`src/rtl/core/spbi_pkg.sv`:
```
`timescale 1ns / 1ps
// ----------------------------------------------------------------------------
// spbi_pkg
// Shared constants, register codes and types of the symbol pair bit
// interleaver.
// ----------------------------------------------------------------------------
package spbi_pkg;

	localparam int DATA_WIDTH        = 8;
	localparam int FRAME_W           = 13;
	localparam int BPS_W             = 4;
	localparam int FILL_W            = 4;
	localparam int CFG_IDX_W         = 2;
	localparam int CFG_DATA_W        = 13;
	localparam int MAX_FRAME_SYMBOLS = 4096;
	localparam int BUF_DEPTH         = 12;
	localparam int BUF_IDX_W         = $clog2(BUF_DEPTH);
	localparam int QUEUE_DEPTH       = 2;

	localparam logic [CFG_IDX_W-1:0] REG_BITS_PER_SYMBOL = CFG_IDX_W'(0);
	localparam logic [CFG_IDX_W-1:0] REG_FRAME_SYMBOLS   = CFG_IDX_W'(1);

	localparam logic [BPS_W-1:0]   BPS_RESET   = BPS_W'(2);
	localparam logic [FRAME_W-1:0] FRAME_RESET = FRAME_W'(2);

	typedef struct packed {
		logic [DATA_WIDTH-1:0] data;
		logic [BUF_IDX_W-1:0]  widx;
		logic                  pass;
		logic                  complete;
		logic                  three;
		logic                  quad;
		logic                  frame_end;
	} spbi_entry_t;

	typedef enum logic {
		BK_GATHER,
		BK_DRAIN
	} spbi_back_state_t;

endpackage

```
`src/rtl/core/spbi_front.sv`:
```
`timescale 1ns / 1ps
// ----------------------------------------------------------------------------
// spbi_front
// Holds the registers and frame counters, takes input requests and tags
// each with its buffer slot, block end and frame end.
// ----------------------------------------------------------------------------
module spbi_front (
	input  logic                           clk,
	input  logic                           arst_n,
	input  logic                           cfg_write_en,
	input  logic [spbi_pkg::CFG_IDX_W-1:0] cfg_index,
	input  logic [spbi_pkg::CFG_DATA_W-1:0] cfg_data,
	input  logic                           in_valid,
	output logic                           in_stall,
	input  logic [spbi_pkg::DATA_WIDTH-1:0] data_in,
	output logic                           push,
	output spbi_pkg::spbi_entry_t          entry,
	input  logic                           q_full
);

	logic [spbi_pkg::BPS_W-1:0]   bps_q;
	logic [spbi_pkg::FRAME_W-1:0] fsym_q;
	logic [spbi_pkg::FILL_W-1:0]  fill_q;
	logic [spbi_pkg::FRAME_W-1:0] spos_q;
	logic                         fbd_q;

	logic [spbi_pkg::FRAME_W-1:0] slen;
	logic                         il;
	logic                         three;
	logic                         quad;
	logic [spbi_pkg::FILL_W-1:0]  blen;
	logic [spbi_pkg::FILL_W-1:0]  plen;
	logic [spbi_pkg::FILL_W-1:0]  fill_eff;
	logic [spbi_pkg::FILL_W-1:0]  fill_inc;
	logic [spbi_pkg::FRAME_W-1:0] spos_add;
	logic                         complete;
	logic                         frame_end;
	logic [spbi_pkg::FILL_W-1:0]  fill_d;
	logic [spbi_pkg::FRAME_W-1:0] spos_d;
	logic                         fbd_d;
	logic                         cfg_hit;

	assign in_stall = q_full;
	assign push     = in_valid && !q_full;
	assign cfg_hit  = cfg_write_en && (cfg_index == spbi_pkg::REG_BITS_PER_SYMBOL ||
	                  cfg_index == spbi_pkg::REG_FRAME_SYMBOLS);

	always_comb begin
		if (fsym_q == '0) begin
			slen = spbi_pkg::FRAME_W'(1);
		end else if (fsym_q > spbi_pkg::FRAME_W'(spbi_pkg::MAX_FRAME_SYMBOLS)) begin
			slen = spbi_pkg::FRAME_W'(spbi_pkg::MAX_FRAME_SYMBOLS);
		end else begin
			slen = fsym_q;
		end
		quad  = (bps_q == spbi_pkg::BPS_W'(4));
		il    = (quad || bps_q == spbi_pkg::BPS_W'(2)) && slen >= spbi_pkg::FRAME_W'(2);
		three = slen[0] && !fbd_q;
		unique case ({three, quad})
			2'b00:   blen = spbi_pkg::FILL_W'(4);
			2'b01:   blen = spbi_pkg::FILL_W'(8);
			2'b10:   blen = spbi_pkg::FILL_W'(6);
			default: blen = spbi_pkg::FILL_W'(12);
		endcase
		plen = (bps_q == '0) ? spbi_pkg::FILL_W'(1) : spbi_pkg::FILL_W'(bps_q);

		fill_d    = fill_q;
		spos_d    = spos_q;
		fbd_d     = fbd_q;
		complete  = 1'b0;
		frame_end = 1'b0;
		fill_eff  = fill_q;
		fill_inc  = fill_q + spbi_pkg::FILL_W'(1);
		spos_add  = spos_q + spbi_pkg::FRAME_W'(1);

		if (!il) begin
			fill_d = fill_inc;
			if (fill_inc >= plen) begin
				fill_d = '0;
				spos_d = spos_add;
				if (spos_add >= slen) begin
					frame_end = 1'b1;
					spos_d    = '0;
					fbd_d     = 1'b0;
				end
			end
		end else begin
			if (fill_q >= blen) begin
				fill_eff = '0;
			end
			fill_inc = fill_eff + spbi_pkg::FILL_W'(1);
			spos_add = spos_q + (three ? spbi_pkg::FRAME_W'(3) : spbi_pkg::FRAME_W'(2));
			fill_d   = fill_inc;
			if (fill_inc >= blen) begin
				complete  = 1'b1;
				fill_d    = '0;
				spos_d    = spos_add;
				fbd_d     = fbd_q || three;
				if (spos_add >= slen) begin
					frame_end = 1'b1;
					spos_d    = '0;
					fbd_d     = 1'b0;
				end
			end
		end

		entry.data      = data_in;
		entry.widx      = spbi_pkg::BUF_IDX_W'(fill_eff);
		entry.pass      = !il;
		entry.complete  = complete;
		entry.three     = three;
		entry.quad      = quad;
		entry.frame_end = frame_end;
	end

	always_ff @(posedge clk or negedge arst_n) begin
		if (!arst_n) begin
			bps_q  <= spbi_pkg::BPS_RESET;
			fsym_q <= spbi_pkg::FRAME_RESET;
			fill_q <= '0;
			spos_q <= '0;
			fbd_q  <= 1'b0;
		end else if (cfg_hit) begin
			if (cfg_index == spbi_pkg::REG_BITS_PER_SYMBOL) begin
				bps_q <= cfg_data[spbi_pkg::BPS_W-1:0];
			end else begin
				fsym_q <= cfg_data[spbi_pkg::FRAME_W-1:0];
			end
			fill_q <= '0;
			spos_q <= '0;
			fbd_q  <= 1'b0;
		end else if (push) begin
			fill_q <= fill_d;
			spos_q <= spos_d;
			fbd_q  <= fbd_d;
		end
	end

endmodule

```
`src/rtl/core/spbi_queue.sv`:
```
`timescale 1ns / 1ps
// ----------------------------------------------------------------------------
// spbi_queue
// Short request queue between the front and the back.
// ----------------------------------------------------------------------------
module spbi_queue (
	input  logic                  clk,
	input  logic                  arst_n,
	input  logic                  push,
	input  spbi_pkg::spbi_entry_t push_entry,
	output logic                  full,
	input  logic                  pop,
	output logic                  valid,
	output spbi_pkg::spbi_entry_t head
);

	localparam int PTR_W = (spbi_pkg::QUEUE_DEPTH > 1) ? $clog2(spbi_pkg::QUEUE_DEPTH) : 1;
	localparam int CNT_W = $clog2(spbi_pkg::QUEUE_DEPTH + 1);

	spbi_pkg::spbi_entry_t slot_q [spbi_pkg::QUEUE_DEPTH];
	logic [PTR_W-1:0]      wptr_q;
	logic [PTR_W-1:0]      rptr_q;
	logic [CNT_W-1:0]      count_q;

	assign full  = (count_q == CNT_W'(spbi_pkg::QUEUE_DEPTH));
	assign valid = (count_q != '0);
	assign head  = slot_q[rptr_q];

	always_ff @(posedge clk) begin
		if (push) begin
			slot_q[wptr_q] <= push_entry;
		end
	end

	always_ff @(posedge clk or negedge arst_n) begin
		if (!arst_n) begin
			wptr_q  <= '0;
			rptr_q  <= '0;
			count_q <= '0;
		end else begin
			if (push) begin
				wptr_q <= (wptr_q == PTR_W'(spbi_pkg::QUEUE_DEPTH - 1)) ? '0 :
				          wptr_q + PTR_W'(1);
			end
			if (pop) begin
				rptr_q <= (rptr_q == PTR_W'(spbi_pkg::QUEUE_DEPTH - 1)) ? '0 :
				          rptr_q + PTR_W'(1);
			end
			unique case ({push, pop})
				2'b10:   count_q <= count_q + CNT_W'(1);
				2'b01:   count_q <= count_q - CNT_W'(1);
				default: count_q <= count_q;
			endcase
		end
	end

endmodule

```
`src/rtl/core/spbi_back.sv`:
```
`timescale 1ns / 1ps
// ----------------------------------------------------------------------------
// spbi_back
// Gathers block items into the buffer, drains each completed block in
// interleaved order and drives the output register.
// ----------------------------------------------------------------------------
module spbi_back (
	input  logic                            clk,
	input  logic                            arst_n,
	input  logic                            q_valid,
	input  spbi_pkg::spbi_entry_t           q_head,
	output logic                            q_pop,
	output logic                            out_valid,
	input  logic                            out_stall,
	output logic [spbi_pkg::DATA_WIDTH-1:0] data_out,
	output logic                            last_of_burst,
	output logic                            last_of_frame
);

	spbi_pkg::spbi_back_state_t state_q, state_d;

	logic [spbi_pkg::DATA_WIDTH-1:0] buffer_q [spbi_pkg::BUF_DEPTH];
	logic                            three_q;
	logic                            quad_q;
	logic                            end_q;
	logic [1:0]                      row_q;
	logic [1:0]                      col_q;
	logic                            out_valid_q;
	logic [spbi_pkg::DATA_WIDTH-1:0] data_q;
	logic                            burst_q;
	logic                            frame_q;

	logic                            load_ok;
	logic                            load;
	logic                            wr_en;
	logic                            job_ld;
	logic                            adv;
	logic                            last;
	logic [1:0]                      row_max;
	logic [1:0]                      col_max;
	logic [spbi_pkg::BUF_IDX_W-1:0]  rd_idx;
	logic                            ld_burst;
	logic                            ld_frame;

	assign out_valid     = out_valid_q;
	assign data_out      = data_q;
	assign last_of_burst = burst_q;
	assign last_of_frame = frame_q;

	always_ff @(posedge clk or negedge arst_n) begin
		if (!arst_n) begin
			state_q <= spbi_pkg::BK_GATHER;
		end else begin
			state_q <= state_d;
		end
	end

	always_comb begin
		load_ok  = !out_valid_q || !out_stall;
		row_max  = three_q ? 2'd2 : 2'd1;
		col_max  = quad_q ? 2'd3 : 2'd1;
		last     = (row_q == row_max) && (col_q == col_max);
		rd_idx   = (spbi_pkg::BUF_IDX_W'(row_q) << (quad_q ? 2 : 1)) +
		           spbi_pkg::BUF_IDX_W'(col_q);
		state_d  = state_q;
		q_pop    = 1'b0;
		wr_en    = 1'b0;
		job_ld   = 1'b0;
		load     = 1'b0;
		adv      = 1'b0;
		ld_burst = 1'b1;
		ld_frame = q_head.frame_end;
		unique case (state_q)
			spbi_pkg::BK_GATHER: begin
				if (q_valid) begin
					if (q_head.pass) begin
						if (load_ok) begin
							q_pop = 1'b1;
							load  = 1'b1;
						end
					end else begin
						q_pop = 1'b1;
						wr_en = 1'b1;
						if (q_head.complete) begin
							job_ld  = 1'b1;
							state_d = spbi_pkg::BK_DRAIN;
						end
					end
				end
			end
			spbi_pkg::BK_DRAIN: begin
				if (load_ok) begin
					load     = 1'b1;
					adv      = 1'b1;
					ld_burst = last;
					ld_frame = last && end_q;
					if (last) begin
						state_d = spbi_pkg::BK_GATHER;
					end
				end
			end
			default: state_d = spbi_pkg::BK_GATHER;
		endcase
	end

	always_ff @(posedge clk) begin
		if (wr_en) begin
			buffer_q[q_head.widx] <= q_head.data;
		end
		if (job_ld) begin
			three_q <= q_head.three;
			quad_q  <= q_head.quad;
			end_q   <= q_head.frame_end;
			row_q   <= '0;
			col_q   <= '0;
		end else if (adv) begin
			if (row_q == row_max) begin
				row_q <= '0;
				col_q <= col_q + 2'd1;
			end else begin
				row_q <= row_q + 2'd1;
			end
		end
		if (load) begin
			if (state_q == spbi_pkg::BK_DRAIN) begin
				data_q <= buffer_q[rd_idx];
			end else begin
				data_q <= q_head.data;
			end
			burst_q <= ld_burst;
			frame_q <= ld_frame;
		end
	end

	always_ff @(posedge clk or negedge arst_n) begin
		if (!arst_n) begin
			out_valid_q <= 1'b0;
		end else if (load) begin
			out_valid_q <= 1'b1;
		end else if (!out_stall) begin
			out_valid_q <= 1'b0;
		end
	end

	a_drain_in_range: assert property (@(posedge clk) disable iff (!arst_n)
		(state_q == spbi_pkg::BK_DRAIN) |-> (rd_idx < spbi_pkg::BUF_IDX_W'(spbi_pkg::BUF_DEPTH)))
		else $error("drain index beyond buffer");

	a_no_pop_in_drain: assert property (@(posedge clk) disable iff (!arst_n)
		(state_q == spbi_pkg::BK_DRAIN) |-> !q_pop)
		else $error("queue popped while draining");

	a_frame_ends_burst: assert property (@(posedge clk) disable iff (!arst_n)
		(out_valid_q && frame_q) |-> burst_q)
		else $error("frame end without burst end");

	a_last_leaves_drain: assert property (@(posedge clk) disable iff (!arst_n)
		(state_q == spbi_pkg::BK_DRAIN && load && last) |=> (state_q == spbi_pkg::BK_GATHER))
		else $error("drain did not finish on last item");

endmodule

```
`src/rtl/core/symbol_pair_bit_interleaver.sv`:
```
`timescale 1ns / 1ps
// ----------------------------------------------------------------------------
// symbol_pair_bit_interleaver
// Interleaves the items of symbol pairs (or of a leading symbol triple in
// odd frames); other symbol sizes and one-symbol frames pass through.
// ----------------------------------------------------------------------------
//  channel  signals                              direction
//  cfg      cfg_write_en cfg_index cfg_data      in
//  in       in_valid in_stall data_in            in (in_stall out)
//  out      out_valid out_stall data_out
//           last_of_burst last_of_frame          out (out_stall in)
//
//  Pass-through sizes: one item per cycle while out_stall allows, one result per request.
//  Interleaving: a block of L items (4, 6, 8 or 12) is gathered into the single
//  block buffer and then drained from it in interleaved order; the back end takes
//  no new items from the queue while it drains.
//  Reset needs no clearing pass; the buffer is always written before read.
//  out_stall holds the output register; the queue then fills and raises in_stall.
// ----------------------------------------------------------------------------
module symbol_pair_bit_interleaver (
	input  logic                            clk,
	input  logic                            arst_n,
	input  logic                            cfg_write_en,
	input  logic [spbi_pkg::CFG_IDX_W-1:0]  cfg_index,
	input  logic [spbi_pkg::CFG_DATA_W-1:0] cfg_data,
	input  logic                            in_valid,
	output logic                            in_stall,
	input  logic [spbi_pkg::DATA_WIDTH-1:0] data_in,
	output logic                            out_valid,
	input  logic                            out_stall,
	output logic [spbi_pkg::DATA_WIDTH-1:0] data_out,
	output logic                            last_of_burst,
	output logic                            last_of_frame
);

	logic                  push;
	logic                  q_full;
	logic                  q_valid;
	logic                  q_pop;
	spbi_pkg::spbi_entry_t push_entry;
	spbi_pkg::spbi_entry_t q_head;

	spbi_front u_front (
		.clk          (clk),
		.arst_n       (arst_n),
		.cfg_write_en (cfg_write_en),
		.cfg_index    (cfg_index),
		.cfg_data     (cfg_data),
		.in_valid     (in_valid),
		.in_stall     (in_stall),
		.data_in      (data_in),
		.push         (push),
		.entry        (push_entry),
		.q_full       (q_full)
	);

	spbi_queue u_queue (
		.clk        (clk),
		.arst_n     (arst_n),
		.push       (push),
		.push_entry (push_entry),
		.full       (q_full),
		.pop        (q_pop),
		.valid      (q_valid),
		.head       (q_head)
	);

	spbi_back u_back (
		.clk           (clk),
		.arst_n        (arst_n),
		.q_valid       (q_valid),
		.q_head        (q_head),
		.q_pop         (q_pop),
		.out_valid     (out_valid),
		.out_stall     (out_stall),
		.data_out      (data_out),
		.last_of_burst (last_of_burst),
		.last_of_frame (last_of_frame)
	);

endmodule

```
`config.mk`:
```
export PLATFORM = sky130hd
export DESIGN_NAME = symbol_pair_bit_interleaver
export DESIGN_NICKNAME = d
export VERILOG_FILES = /design/src/rtl/core/spbi_pkg.sv /design/src/rtl/core/spbi_front.sv /design/src/rtl/core/spbi_queue.sv /design/src/rtl/core/spbi_back.sv /design/src/rtl/core/symbol_pair_bit_interleaver.sv
export SDC_FILE = /design/constraint.sdc
export NUM_CORES = 1
export LEC_CHECK = 0
export BUFFER_PORTS_ARGS = -buffer_cell sky130_fd_sc_hd__buf_2
export CORE_MARGIN = 5
export CORE_UTILIZATION = 69
export CTS_BUF_LIST = sky130_fd_sc_hd__clkbuf_8
export CTS_CLUSTER_DIAMETER = 120
export DETAILED_ROUTE_END_ITERATION = 10
export GPL_ROUTABILITY_DRIVEN = 0
export PLACE_DENSITY_LB_ADDON = 0.08
export SETUP_SLACK_MARGIN = 0.02
export SYNTH_ARGS = -nofsm -noshare
export SYNTH_HDL_FRONTEND = slang
export SYNTH_SLANG_ARGS = --single-unit
```
`constraint.sdc`:
```
create_clock -name clk -period 8.2 [get_ports clk]
set_input_delay 0.41 -clock clk [delete_from_list [all_inputs] [get_ports clk]]
set_output_delay 0.41 -clock clk [all_outputs]
set_load 0.01 [all_outputs]
```
# Word-level counts from Yosys, hierarchy flattened
# Memories as Yosys holds them, arrays and structs flattened.
# Index checks and enable logic that the tools add are counted.
# totals
ff_bits	58
latchBits	0
ramBits	130
romBits	0
input_bits	28
out_inout_bits	12
elab_cells	151
mem_count	2
# op_classes
n_addsub	11
mul	0
n_div	0
n_lt_le_gt_ge	7
n_eq_ne	12
shifts	1
muxes	68
bitwise	2
n_reduce_logical	30
# mem_list
name	depth	word_bits	read_ports	rd_ports_with_merged_regs	write_ports	line	text
u_back.buffer_q	12	8	1	0	1	spbi_back.sv:22	logic [spbi_pkg::DATA_WIDTH-1:0] buffer_q [spbi_pkg::BUF_DEPTH];
u_queue.slot_q	2	17	1	0	1	spbi_queue.sv:20	spbi_pkg::spbi_entry_t slot_q [spbi_pkg::QUEUE_DEPTH];
# ops
operator	count
13-bit 2-to-1 mux	9
1-bit 2-to-1 mux	41
4-bit 2-to-1 mux	9
2-bit by 32-bit left shift with 4-bit output	1
13-bit greater-or-equal comparator	2
13-bit by 1-bit adder with 13-bit output, second input constant	1
13-bit adder	1
13-bit by 2-bit greater-or-equal comparator with 1-bit output, second input constant	1
13-bit greater-than comparator, second input constant	1
13-bit logical NOT	1
4-bit greater-or-equal comparator	3
4-bit case mux with 3 select lines	1
4-bit by 1-bit adder with 4-bit output, second input constant	2
2-bit 2-to-1 mux	4
8-bit 2-to-1 mux	1
2-bit AND reduction	4
2-bit by 1-bit adder with 2-bit output, second input constant	3
2-bit by 1-bit equality test with 1-bit output, second input constant	3
2-bit equality test, second input constant	3
1-bit logical AND	6
2-bit nonzero test	3
3-bit nonzero test	2
1-bit logical NOT	5
4-bit by 2-bit adder with 4-bit output	1
other kinds (15)	23

# Depth between registers and ports, before layout
# depth
ltp_word	15
depth_mapped	21
depth_no_buf	19

# By module
# A second synthesis with hierarchy kept.
# unflattened
hier_cells	719
area_unflattened_um2	9750.6
# modules_own_cells
module	instances	cells_each	area_per_inst_um2	seq_area_each_um2
spbi_back	1	248	4738.3	3403.3
spbi_front	1	402	3548.4	878.3
spbi_queue	1	69	1463.9	1121.1

# Least setup slack after synthesis
# No wires, ideal clock.
# synth_path
path_type	flip-flop to flip-flop
startpoint	register u_front.fsym_q[9] (netlist name)
endpoint	register u_front.spos_q[1] (netlist name)
arrival_ns	4.032
required_ns	8.075
path_slack_ns	4.043
path_stages_with_launch	19
path_buffers	1
period_less_slack_ns	4.157
cell_sequence	dfrtp_1 -> nor4_1 -> a31oi_1 -> nor2_1 -> ha_1 -> inv_1 -> ha_1 -> nor3_1 -> nand3_1 -> xnor2_1 -> ha_1 -> nand3_1 -> nor2_1 -> o31ai_1 -> a311o_1 -> nand3_1 -> clkbuf_1 -> o22ai_1 -> mux2_4
# synth_lines
item	line	text
start, declared	spbi_front.sv:22	logic [spbi_pkg::FRAME_W-1:0] fsym_q;
start signal, assigned	spbi_front.sv:119	fsym_q <= spbi_pkg::FRAME_RESET;
start signal, assigned	spbi_front.sv:127	fsym_q <= cfg_data[spbi_pkg::FRAME_W-1:0];
end signal, assigned	spbi_front.sv:134	spos_q <= spos_d;
end, declared	spbi_front.sv:24	logic [spbi_pkg::FRAME_W-1:0] spos_q;

==> key figures <==
Global routing
  – Antenna violations before repair: 2
  – Number of global-route vias before repair: a little over 6000
  – First-pass GRT wire length: 31.2 mm
  – Remaining global-route overflow: 0
  – Pin count of the biggest net entering global routing: 42
  – Gr usage total: between 20% and 30%

Run status
  – Outcome: finished, final reports clean

Critical path
  – WS Path Type: flip-flop to flip-flop
  – Crit Path Max Fanout: 15
  – CP max-delay cell: nand3_1
  – Crit path cell chain: nor4_1 > a31oi_1 > nor2_1 > ha_1 > inv_1 > ha_1 > nor3_1 > nand3_1 > nor2_1 > xor2_1 > ha_1 > a21oi_1 > a21bo_2 > nor2_1 > nand3_1 > o221ai_1 > a2bb2oi_1
  – Setup crit end kind: flip-flop
  – Critical path launch point type: flip-flop
  – Crit path buf inv count: 1
  – CP arrival: 5.62 ns
  – Critical Path RT: ~8.6 ns
  – CP top delay family: simple AND/OR/NAND/NOR gates
  – CP max stage delay: 0.48 ns

STA
  – Slew Limit Fails: 0
  – Slew @ Worst Pin: roughly 1.1 ns
  – Max Fclk: between 150 and 200 MHz
  – Worst slew margin: approximately a quarter
  – Minimum clock period: 5.26 ns
  – Setup ws final: approximately 2.9 ns
  – Clock skew: between 0.01 and 0.015 ns
  – TNS Setup: 0 ns
  – Setup Viol. Count Final: 0
  – Crit share post-route: 64.1%
  – Final Hold Viols: 0
  – RSZ-0062 raised after global routing: false

Yosys
  – Post-synthesis cell count: 725
  – Yosys top cell by area: edfxtp_1
  – Post-synth ARST share: around 22%
  – Syn Nets: 794
  – Ys Warns: 0
  – Avg Inst Size Synth: about 13 µm²
  – Synthesized flop and latch total: ~190
  – Cell area after synthesis: between 0.009 and 0.01 mm²
  – Yosys cell types: 75
  – Sequential area share after synthesis: between 50% and 60%
  – Most numerous cell in the Yosys netlist: edfxtp_1
  – Synth top area share: between 40% and 50%
  – Main flop type after synthesis: edfxtp_1
  – Commonest cells in the synthesized netlist: edfxtp_1, nand2_1, nor2_1
  – Area contributors post-synth: edfxtp_1, dfrtp_1, mux4_2, ha_1, mux2_2
  – Post-synth EDFFs: roughly 140

Cells and area
  – Area Overhead vs Synth: 8.05%
  – Ant diodes: 0
  – Multi-input logic area: between 0.003 and 0.004 mm²
  – Number of fill cells in the layout: 819
  – Storage cell area: about 0.0054 mm²
  – Share of layout cells above drive strength 1: 19.8%
  – Final nets: roughly 830

Floorplanning
  – Die area: roughly 0.016 mm²
  – Starting Density: between 70% and 80%
  – Die Ht: 127 µm
  – Core Footprint: between 0.01 and 0.015 mm²
  – Boundary Pins: 40
  – Number of cell rows: between 40 and 50
  – Die width: 127 µm

Placement
  – Placement Setup Slack: between 3 and 4 ns
  – # port buffers: 39
  – DP Wirelength: approximately 14 mm

Pwr
  – Peak supply drop: around 0.16 mV
  – Net Sw Frac: between 30% and 40%
  – Sequential share of power: between 40% and 50%
  – Comb power frac: 38.4%
  – Cell area power density: approximately 330 mW/mm²
  – Lkg Pwr: just under 4 nW
  – Internal power: approximately 2.2 mW
  – Clk network pwr share: 19.4%
  – Sw power: 1.20 mW

Clocking
  – CTS Hold Bufs: 0
  – Clock-pin transition on the worst setup and hold timing paths: 0.09 ns
  – PostCTS Resize Cnt: 0
  – Clk buf depth: 2
  – CTS tree: done
  – CTS Buf Count: 17
  – Clock root buffer: clkbuf_8
  – Postcts setup bufs: 0
  – Worst skew pair latency: around 0.45 ns
  – CTS Sinks: 188
  – H-Tree Depth: 4

Flow run
  – MaxCap Viol Count: 0

Drt
  – DRC: 0
  – Post-DRT Antenna Nets: 0
  – TritonRoute pass-1 iters: 5
  – Vias: between 6000 and 7000
  – WL/cell: just over 20 µm
  – Total Routed Length: a little under 20 mm
  – Vias per cell: 6.41
  – Starting DRT DRC Count: roughly 550

Hold path
  – Hold/Removal Path Class: primary input to asynchronous set/reset pin
metrics by stage:
stage / std cells / power, mW / util, % / cell area, µm² / hold WS (ns)
after detailed placement: 916 / 2.73 / 73.2 / 9730 / 0.518
after floorplan: 725 / 2.37 / - / 9400 / 0.114
after CTS: 948 / 3.38 / 76.4 / 10200 / 0.0942
after global routing: 948 / 3.57 / 76.4 / 10200 / 0.111
after global placement: 916 / 2.66 / 73.2 / 9730 / 0.480
final: 948 / 3.37 / 76.4 / 10200 / 0.0945
path summary, 6_finish.rpt:
check | from | to | slack, ns | depth (start not counted)
max reg2reg | u_front.fsym_q[9] | u_front.spos_q[2] | 2.94 | 17
max | u_front.fsym_q[9] | u_front.spos_q[2] | 2.94 | 17
min | arst_n | u_front.spos_q[10] | 0.09 | 1
max in group asynchronous | arst_n | u_front.fill_q[2] | 7.49 | 1
min in group clk | data_in[4] | u_queue.slot_q[0][13] | 0.14 | 1
min reg2reg | u_queue.count_q[1] | u_queue.count_q[1] | 0.53 | 1
power groups by stage:
| stage | Sequential [mW] | Combinational (mW) | Clock (mW) |
|---|---|---|---|
| after floorplan | 1.37 | 1.00 | 0 |
| after global placement | 1.43 | 1.24 | 0 |
| after detailed placement | 1.44 | 1.29 | 0 |
| after CTS | 1.42 | 1.30 | 0.661 |
| after global routing | 1.44 | 1.42 | 0.705 |
| final | 1.42 | 1.29 | 0.654 |
per-layer routing:
layer	vias to the layer above	global-route usage (%)	share of wire (%)	wire length, µm
met5	-	0	0.17	32
met4	4	10.6	2.6	506
met3	39	4.75	5.3	1030
met2	230	42.9	52	10000
met1	3018	31.7	40	7740
li1	2785	-	-	-
cell type report:
type                            instances  share of cell area, %
Tap cell                              176                   2.17
Multi-Input combinational cell        468                   36.6
Inverter                               38                   1.45
Sequential cell                       188                   53.2
Clock buffer                           17                   2.30
Timing Repair Buffer                   46                   2.44
Clock inverter                         15                   1.87
kinds of logic after synthesis:
group / count (synthesis) / synth area share (%)
other: 1 / 0.0399
muxes: 77 / 12.2
xor gates and xnor gates: 35 / 3.26
buffers and inverters: 69 / 3.01
AOI/OAI and AO/OA: 110 / 7.97
adders and majority gates: 41 / 5.54
and+or+nand+nor: 204 / 10.6
DFF: 188 / 57.5
sequential cells by signal, indices dropped and copies added, names as in the netlist, 2 cells and up:
register and count:
u_back.row_q 2, u_back.col_q 2, u_front.spos_q 13, u_front.fill_q 4, u_front.fsym_q 13, u_queue.slot_q 34, u_back.buffer_q 96, u_queue.count_q 2
u_back.data_out 8, u_front.bps_q 4
cell usage in the layout (no fill, tap or decap), types with 20 or more instances in the layout:
cell	Yosys	routed
dfrtp_1	39	39
a21oi_1	30	30
nor2_1	53	53
xnor2_1	20	20
ha_1	40	40
buf_2	0	39
mux4_2	24	24
nand2_1	58	58
inv_1	35	35
nand3_1	23	23
mux2_2	35	35
edfxtp_1	143	143
(Power assumes the default switching activity.)
